===== src/hdl/assert_macros.svh =====
// Assertion macros shared by the torus reach-mask RTL.
// Expects signals named clk and rst_n in the including module.
`ifndef ASSERT_MACROS_SVH
`define ASSERT_MACROS_SVH

// Checked on every clock edge outside reset.
`define ASSERT_CLK(lbl, prop, msg) \
  lbl: assert property (@(posedge clk) disable iff (!rst_n) (prop)) else $error(msg);

// Checked on every clock edge, reset included.
`define ASSERT_ALWAYS(lbl, prop, msg) \
  lbl: assert property (@(posedge clk) (prop)) else $error(msg);

`endif


===== src/hdl/tdmr_pkg.sv =====
// Shared types and constants for the torus reach-mask block.
// No dependencies; imported by every module of the block.
package tdmr_pkg;

  localparam int COORD_W = 6;
  localparam int SIZE_W  = 7;
  localparam int MASK_W  = 64;
  localparam int CFG_IDX_W = 2;

  typedef enum logic [CFG_IDX_W-1:0] {
    REG_SIZE_X = 2'd0,
    REG_SIZE_Y = 2'd1,
    REG_SIZE_Z = 2'd2
  } cfg_reg_t;

  // One node of the coordinate table.
  typedef struct packed {
    logic               valid;
    logic [COORD_W-1:0] x;
    logic [COORD_W-1:0] y;
    logic [COORD_W-1:0] z;
  } node_row_t;

  // Table sweep status toward the datapath.
  typedef struct packed {
    logic busy;
    logic too_many;
  } tbl_status_t;

  // Packed so that mask_x_plus lands in the lowest bits.
  typedef struct packed {
    logic [MASK_W-1:0] mask_local;
    logic [MASK_W-1:0] mask_z_minus;
    logic [MASK_W-1:0] mask_z_plus;
    logic [MASK_W-1:0] mask_y_minus;
    logic [MASK_W-1:0] mask_y_plus;
    logic [MASK_W-1:0] mask_x_minus;
    logic [MASK_W-1:0] mask_x_plus;
  } port_masks_t;

endpackage


===== src/hdl/tdmr_node_table.sv =====
// Coordinate table: one row per bit position, filled by a sweep of the node counter.
// Depends on tdmr_pkg.
module tdmr_node_table import tdmr_pkg::*; #(
  parameter int MAX_NODES = 64
) (
  input  logic                           clk,
  input  logic                           rst_n,
  input  logic                           restart,
  input  logic [SIZE_W-1:0]              size_x,
  input  logic [SIZE_W-1:0]              size_y,
  input  logic [SIZE_W-1:0]              size_z,
  output node_row_t [MAX_NODES-1:0]      rows,
  output tbl_status_t                    status
);

  localparam int CNT_W = (MAX_NODES > 1) ? $clog2(MAX_NODES) : 1;

  logic [CNT_W-1:0]         cnt_r, cnt_nxt;
  logic                     busy_r, busy_nxt;
  logic                     too_many_r, too_many_nxt;
  logic [SIZE_W-1:0]        x_r, y_r, z_r, x_nxt, y_nxt, z_nxt;
  logic [SIZE_W-1:0]        x_inc, y_inc;
  logic                     last;
  node_row_t                row_wr;
  node_row_t [MAX_NODES-1:0] rows_r;

  assign x_inc = x_r + SIZE_W'(1);
  assign y_inc = y_r + SIZE_W'(1);
  assign last  = (cnt_r == CNT_W'(MAX_NODES - 1));

  assign row_wr.valid = (z_r < size_z);
  assign row_wr.x     = x_r[COORD_W-1:0];
  assign row_wr.y     = y_r[COORD_W-1:0];
  assign row_wr.z     = z_r[COORD_W-1:0];

  always_comb begin
    cnt_nxt      = cnt_r;
    busy_nxt     = busy_r;
    too_many_nxt = too_many_r;
    x_nxt        = x_r;
    y_nxt        = y_r;
    z_nxt        = z_r;
    if (restart) begin
      cnt_nxt  = '0;
      busy_nxt = 1'b1;
      x_nxt    = '0;
      y_nxt    = '0;
      z_nxt    = '0;
    end else if (busy_r) begin
      // step the node counter in x, y, z order
      if (x_inc >= size_x) begin
        x_nxt = '0;
        if (y_inc >= size_y) begin
          y_nxt = '0;
          z_nxt = z_r + SIZE_W'(1);
        end else begin
          y_nxt = y_inc;
        end
      end else begin
        x_nxt = x_inc;
      end
      cnt_nxt = cnt_r + CNT_W'(1);
      if (last) begin
        busy_nxt = 1'b0;
        // a node beyond the last row still exists: too many nodes
        too_many_nxt = (z_nxt < size_z);
      end
    end
  end

  always_ff @(posedge clk) begin
    if (!rst_n) begin
      cnt_r      <= '0;
      busy_r     <= 1'b1;
      too_many_r <= 1'b0;
      x_r        <= '0;
      y_r        <= '0;
      z_r        <= '0;
    end else begin
      cnt_r      <= cnt_nxt;
      busy_r     <= busy_nxt;
      too_many_r <= too_many_nxt;
      x_r        <= x_nxt;
      y_r        <= y_nxt;
      z_r        <= z_nxt;
    end
  end

  always_ff @(posedge clk) begin
    for (int r = 0; r < MAX_NODES; r++) begin
      if (busy_r && !restart && (cnt_r == CNT_W'(r))) begin
        rows_r[r] <= row_wr;
      end
    end
  end

  assign rows            = rows_r;
  assign status.busy     = busy_r;
  assign status.too_many = too_many_r;

endmodule


===== config.mk =====
export PLATFORM = sky130hd
export DESIGN_NAME = tdmr_node_table
export DESIGN_NICKNAME = d
export VERILOG_FILES = /design/src/hdl/assert_macros.svh /design/src/hdl/tdmr_pkg.sv /design/src/hdl/tdmr_node_table.sv
export SDC_FILE = /design/constraint.sdc
export NUM_CORES = 1
export LEC_CHECK = 0
export BUFFER_PORTS_ARGS = -buffer_cell sky130_fd_sc_hd__buf_4
export CELL_PAD_IN_SITES_DETAIL_PLACEMENT = 1
export CELL_PAD_IN_SITES_GLOBAL_PLACEMENT = 2
export CORE_AREA = 5 5 483 485
export CTS_CLUSTER_DIAMETER = 150
export DETAILED_ROUTE_END_ITERATION = 16
export DIE_AREA = 0 0 488 490
export PLACE_DENSITY_LB_ADDON = 0.08
export SLEW_MARGIN = 20
export SYNTH_ARGS = -nofsm -noshare
export SYNTH_HDL_FRONTEND = slang
export SYNTH_SLANG_ARGS = --single-unit

===== constraint.sdc =====
create_clock -name clk -period 4.81 [get_ports clk]
set_input_delay 0.962 -clock clk [delete_from_list [all_inputs] [get_ports clk]]
set_output_delay 0.962 -clock clk [all_outputs]
set_load 0.1 [all_outputs]

==> flow_summary.ini, run 1 <==
[sta]
slew_viol_final = 0
fin_tns_setup_ns = 0
fmax_mhz = 253.8
hold_slack_ns = 0.4850
hold_viol = 0
period_needed_ns = 3.939
setup_viol_count_final = 0
rsz0062_at_grt = false
fin_worst_skew_ns = 0.03039
worst_pin_slew_ns = 1.100
slew_headroom_pct = 26.66
timing.final.crit_share_pct = 81.90

[clock_tree]
htreeDepth = 4
cts_resized = 0
cts_setup_buffers = 0
clkTransAtPathRegs_ns = 0.07
cts_tree = done
max-clock-path-buffers = 3
cts_buffers = 154
root_buffer = clkbuf_16
cts.sinks = 1245
clk_latency_ns = 0.79
hold_buffers = 0

[finish]
drive_above_1_share_pct = 51.15
fillers = 24100
layout_commonest_cell = buf_4
syn_to_final_growth_pct = 48.22
finalNetCount = 3121
layout_common_cells = buf_4, edfxtp_1, clkbuf_16, nor2_2, clkinv_1
post-route-util_pct = 25.36
fin_cells = 6227

[yosys]
ys.flop_type = edfxtp_1
yosys-top-cells-area = edfxtp_1, dfxtp_1, ha_1
ys_types = 42
synth_fa_ha_area_share_pct = 1.055
synth-xor-area-share_pct = 0.4251
syn_nets = 1652
synth_mux_area_share_pct = 0.1278
syn_avg_cell_area_um2 = 24.54
synth_top_area_share_pct = 93.28
synth-seq-cells = 1245
syn-instance-count = 1595
synth-compound-area-share_pct = 0.8981
synth_seq_area_share_pct = 94.76
synthSimpleGateAreaFrac_pct = 2.260
ys_warn_count = 0
synthesis.area_mm2 = 0.03915
synth_top_area_cell = edfxtp_1
async_reset_ff_share_pct = 0
synth_edf_count = 1216
synth_top_family_by_area = simple AND/OR/NAND/NOR gates

[routing]
via_count = 22700
drcViolationCount = 0
postRouteAntennaNets = 0
drt_iter0_markers = 1530
routed_wl_mm = 201.2
wire_per_inst_um = 32.31
first_pass_iters = 4
vias_per_cell = 3.646

[floorplan]
core_mm2 = 0.2288
start_util_pct = 17.11
die_x_um = 488
dieArea_mm2 = 0.2391
rows = 176
die_h_um = 490
ios = 1242

[global_routing]
grt_pass1_vias = 23960
grt_max_degree = 48
grt_pass1_wl_mm = 258.0
grt.overflow.total = 0
grt_usage_pct = 16.22
antenna_found_initial = 30

[placed_design]
io_buffers = 1241
gp_congestion = 0.7784
dpl.cell_count = 5934
post-dp-hpwl_mm = 139.9

[pwr]
total_power_uw = 23250
ir_worst_vdd_mv = 0.3177
p_leak_uw = 0.02115
powerDensity_mw_per_mm2 = 400.7

[critical_path]
crit_required_ns = 5.54
setup.worst_path.end_class = flip-flop
critPathMaxFanout = 9
rr_worst_depth = 17
cp.arrival_ns = 4.67
start_kind = flip-flop
worstSetupPathType = reg2reg

[status]
status = finished, final reports clean

[flow_run]
maxCapViolations = 0

[worst_hold_path]
hold_path_depth = 2
min_path_type = reg2reg
-- report_power, final --
part	internal [µW]	leakage, µW	switching [µW]
clock network	6450	0.00234	4770
registers	11800	0.0115	8.68
logic	50.5	0.00731	220
total	18300	0.0212	4990
-- critical path, stage by stage, from the launching register on --
cell and delay, ns:
dfxtp_4 0.40, ha_1 0.24, nand3_1 0.15, nor2_1 0.16
xor2_1 0.23, ha_1 0.28, and3_1 0.22, a221o_1 0.33
a31oi_2 0.26, buf_4 0.20, nor4_1 0.06, xor2_1 0.16
ha_1 0.34, a21oi_1 0.15, o21ai_0 0.17, nor4_1 0.30
o21ai_0 0.14, nand3_1 0.08
-- kinds of logic (layout without fill, tap and decap cells) --
kind of cell,count (synthesis),count (layout)
compound gates,56,56
xor+xnor,19,19
fa+ha+maj,33,33
buf+inv,46,1638
flops,1245,1245
mux,5,5
other cells,0,14
simple gates,191,191
-- metal layers --
metal	up-vias	global-route usage [%]	wire length, µm
met3	215	5.819	16960
met5	-	0	124
met2	1002	29.32	104200
met1	12160	18.19	76290
li1	9308	-	-
met4	18	3.619	3675
-- cell usage after synthesis, drive strengths merged (2+ instances only) --
master	n
or2	4
buf	6
o21ai	14
xor2	11
nor2b	4
edfxtp	1216
ha	33
or4	4
a32o	3
nand3	25
clkbuf	17
xnor2	8
nand4b	2
nor4	5
nand2	39
nand2b	4
a21o	4
o211ai	4
nor2	76
a31oi	5
and3	3
dfxtp	29
mux2i	5
or3	3
inv	22
a21oi	20
o31ai	2
nor3	7
nand4	11
-- sequential cells by signal, indices dropped and copies added (netlist names) --
name / cells
busy_r: 1
cnt_r: 6
rows: 1216
too_many_r: 1
x_r: 7
y_r: 7
z_r: 7
-- metrics by stage --
step                worst slack, ns  area [µm²]
floorplan                    0.2063       39150
global placement             0.8389       53150
detailed placement           0.8474       53160
CTS                          0.8420       57970
global route                 0.5061       57990
finish                       0.8705       58020
-- layout make-up --
type	instances	area (µm²)	area share, %
inverter	23	86.33	0.1488
clock buffer	190	4074	7.021
tap	3026	3786	6.525
multi-input combinational	304	2098	3.616
timing repair buffer	1336	10040	17.31
antenna	14	35.03	0.06038
sequential	1245	37160	64.05
clock inverter	89	738.2	1.272
-- path summary, 6_finish.rpt --
path               start          to  slack (ns)
setup reg to reg  x_r[0]  too_many_r        0.87
setup / recovery  x_r[0]  too_many_r        0.87
hold / removal    x_r[6]      x_r[6]        0.49
hold reg to reg   x_r[6]      x_r[6]        0.49
No activity file was read; power rests on OpenSTA's default activity.
==> inputs of run 2 (changes only) <==
--- a/config.mk
+++ b/config.mk
@@ -8,10 +8,10 @@
 export BUFFER_PORTS_ARGS = -buffer_cell sky130_fd_sc_hd__buf_4
 export CELL_PAD_IN_SITES_DETAIL_PLACEMENT = 1
 export CELL_PAD_IN_SITES_GLOBAL_PLACEMENT = 2
-export CORE_AREA = 5 5 483 485
+export CORE_AREA = 5 5 484 486
 export CTS_CLUSTER_DIAMETER = 150
 export DETAILED_ROUTE_END_ITERATION = 16
-export DIE_AREA = 0 0 488 490
+export DIE_AREA = 0 0 489 491
 export PLACE_DENSITY_LB_ADDON = 0.08
 export SLEW_MARGIN = 20
 export SYNTH_ARGS = -nofsm -noshare
==> constraint.sdc (replaced) <==
create_clock -name clk -period 4.1 [get_ports clk]
set_input_delay 0.82 -clock clk [delete_from_list [all_inputs] [get_ports clk]]
set_output_delay 0.82 -clock clk [all_outputs]
set_load 0.1 [all_outputs]
==> flow_summary.ini, run 2 (same netlist as run 1, synthesis figures left out) <==
[finish]
fin_area_mm2 = 0.05831
largest_register_ffs = 1216
post-route-util_pct = 25.44
syn_to_final_growth_pct = 48.95
drive_above_1_share_pct = 51.91
fillers = 24160
multi_input_area_mm2 = 0.002073
layout_commonest_cell = buf_4
register_area_mm2 = 0.03716
finalNetCount = 3137
layout_common_cells = buf_4, edfxtp_1, clkbuf_16, nor2_2, nand2_1

[routing]
first_pass_iters = 6
drt_iter0_markers = 1524
vias_per_cell = 3.639
routed_wl_mm = 200.2
via_count = 22710
postRouteAntennaNets = 0
wire_per_inst_um = 32.08
drcViolationCount = 0

[floorplan]
rows = 176
start_util_pct = 17.08
dieArea_mm2 = 0.2401
core_mm2 = 0.2292
die_h_um = 491
ios = 1242
die_x_um = 489

[sta]
hold_viol = 0
setup_slack_ns = 0.2958
rsz0062_at_grt = false
fin_worst_skew_ns = 0.03609
slew_headroom_pct = 29.28
fmax_mhz = 262.9
worst_pin_slew_ns = 1.061
slew_viol_final = 0
timing.final.crit_share_pct = 92.79
setup_viol_count_final = 0
period_needed_ns = 3.804

[clock_tree]
htreeDepth = 4
clkTransAtPathRegs_ns = 0.05
cts_setup_buffers = 0
max-clock-path-buffers = 3
cts.sinks = 1245
root_buffer = clkbuf_16
clk_latency_ns = 0.80
cts_buffers = 151
cts_tree = done

[critical_path]
critical_path.slowest_cell = dfxtp_4
path_delay_family = simple AND/OR/NAND/NOR gates
start_kind = flip-flop
cp.arrival_ns = 4.54
crit_buf_inv = 0
setup.worst_path.end_class = flip-flop
critPathMaxFanout = 5
crit_required_ns = 4.84
worstSetupPathType = reg2reg
cp_cell_sequence = ha_1, nand3_1, nor2_1, xor2_1, ha_1, and3_1, a221o_1, a31oi_4, nor4_1, xor2_1, ha_1, a21oi_1, o21ai_1, nor4_1, o21ai_0, nand3_1
slowest_delay_ns = 0.36
crit_top_cell = ha_1

[pwr]
p_leak_uw = 0.02140
total_power_uw = 27580
powerDensity_mw_per_mm2 = 472.9
ir_worst_vdd_mv = 0.3862

[flow_run]
maxCapViolations = 0

[global_routing]
grt_pass1_vias = 23740
grt_pass1_wl_mm = 255.0
grt_max_degree = 44
grt_usage_pct = 15.98
antenna_found_initial = 37
grt.overflow.total = 0

[status]
status = finished, final reports clean

[placed_design]
dp_slack_ns = 0.1744
dpl-instance-area_mm2 = 0.05331
io_buffers = 1241
gp_congestion = 0.7736
post-dp-hpwl_mm = 139.0

[worst_hold_path]
min_path_type = in2reg
## run 2: changes by cell type in the layout (fill, tap and decap cells not counted), moves of 3 or more
cell and delta:
clkinv_1 -21, buf_4 +14, bufinv_16 +8, nor2_2 +7, nor2_4 -6, clkbuf_16 -4
diode_2 +4, inv_6 +4, buf_6 +3, clkinv_2 +3
## run 2: worst paths after layout
path               start          to  slack (ns)  cells past startpoint
setup / recovery  x_r[1]  too_many_r        0.30                     16
hold / removal     rst_n  too_many_r        0.34                      3
setup reg to reg  x_r[1]  too_many_r        0.30                     16
hold reg to reg   x_r[6]      x_r[6]        0.48                      2
## run 2: final cells by class
cell class / instances / share of cell area, %
diodes: 18 / 0.07725
clock buffers: 188 / 6.828
clock inverters: 81 / 1.635
inverters: 23 / 0.1481
multi-input cells: 304 / 3.556
flip-flops and latches: 1245 / 63.73
well taps: 3026 / 6.493
repair buffers: 1355 / 17.53
## run 2: metrics by stage
step / hold WS, ns / cells / TNS, ns
4_1_cts: 0.2393 / 6222 / 0
5_1_grt: 0.3177 / 6224 / 0
2_1_floorplan: 0.4529 / 1595 / -0.1794
3_3_place_gp: 0.4691 / 5953 / 0
3_5_place_dp: 0.4677 / 5953 / 0
6_report: 0.3390 / 6240 / 0
## run 2: power by group
part           switching [µW]  total [µW]  leakage (µW)  internal (µW)
combinational             264         325       0.00744           61.1
sequential               8.12       13800        0.0116          13800
clock                    5530       13500       0.00241           7930
## run 2: metal layers
layer	GRT usage, %	routed length [µm]	vias up
met5	0	69	-
met4	3.527	3828	10
met3	6.561	19810	210
met2	28.55	102300	1052
met1	17.69	74130	12090
li1	-	-	9348
## run 2: repair_timing
action | 4_1_cts | 5_1_grt
hold buffers | 0 | 0
endpoints found under the setup margin | 0 | 1
resized for setup | 0 | 4
## run 2: tightest hold or removal path, cell delays in order
cell      delay [ns]
buf_4           0.11
o211ai_1        0.09
nand3_1         0.08
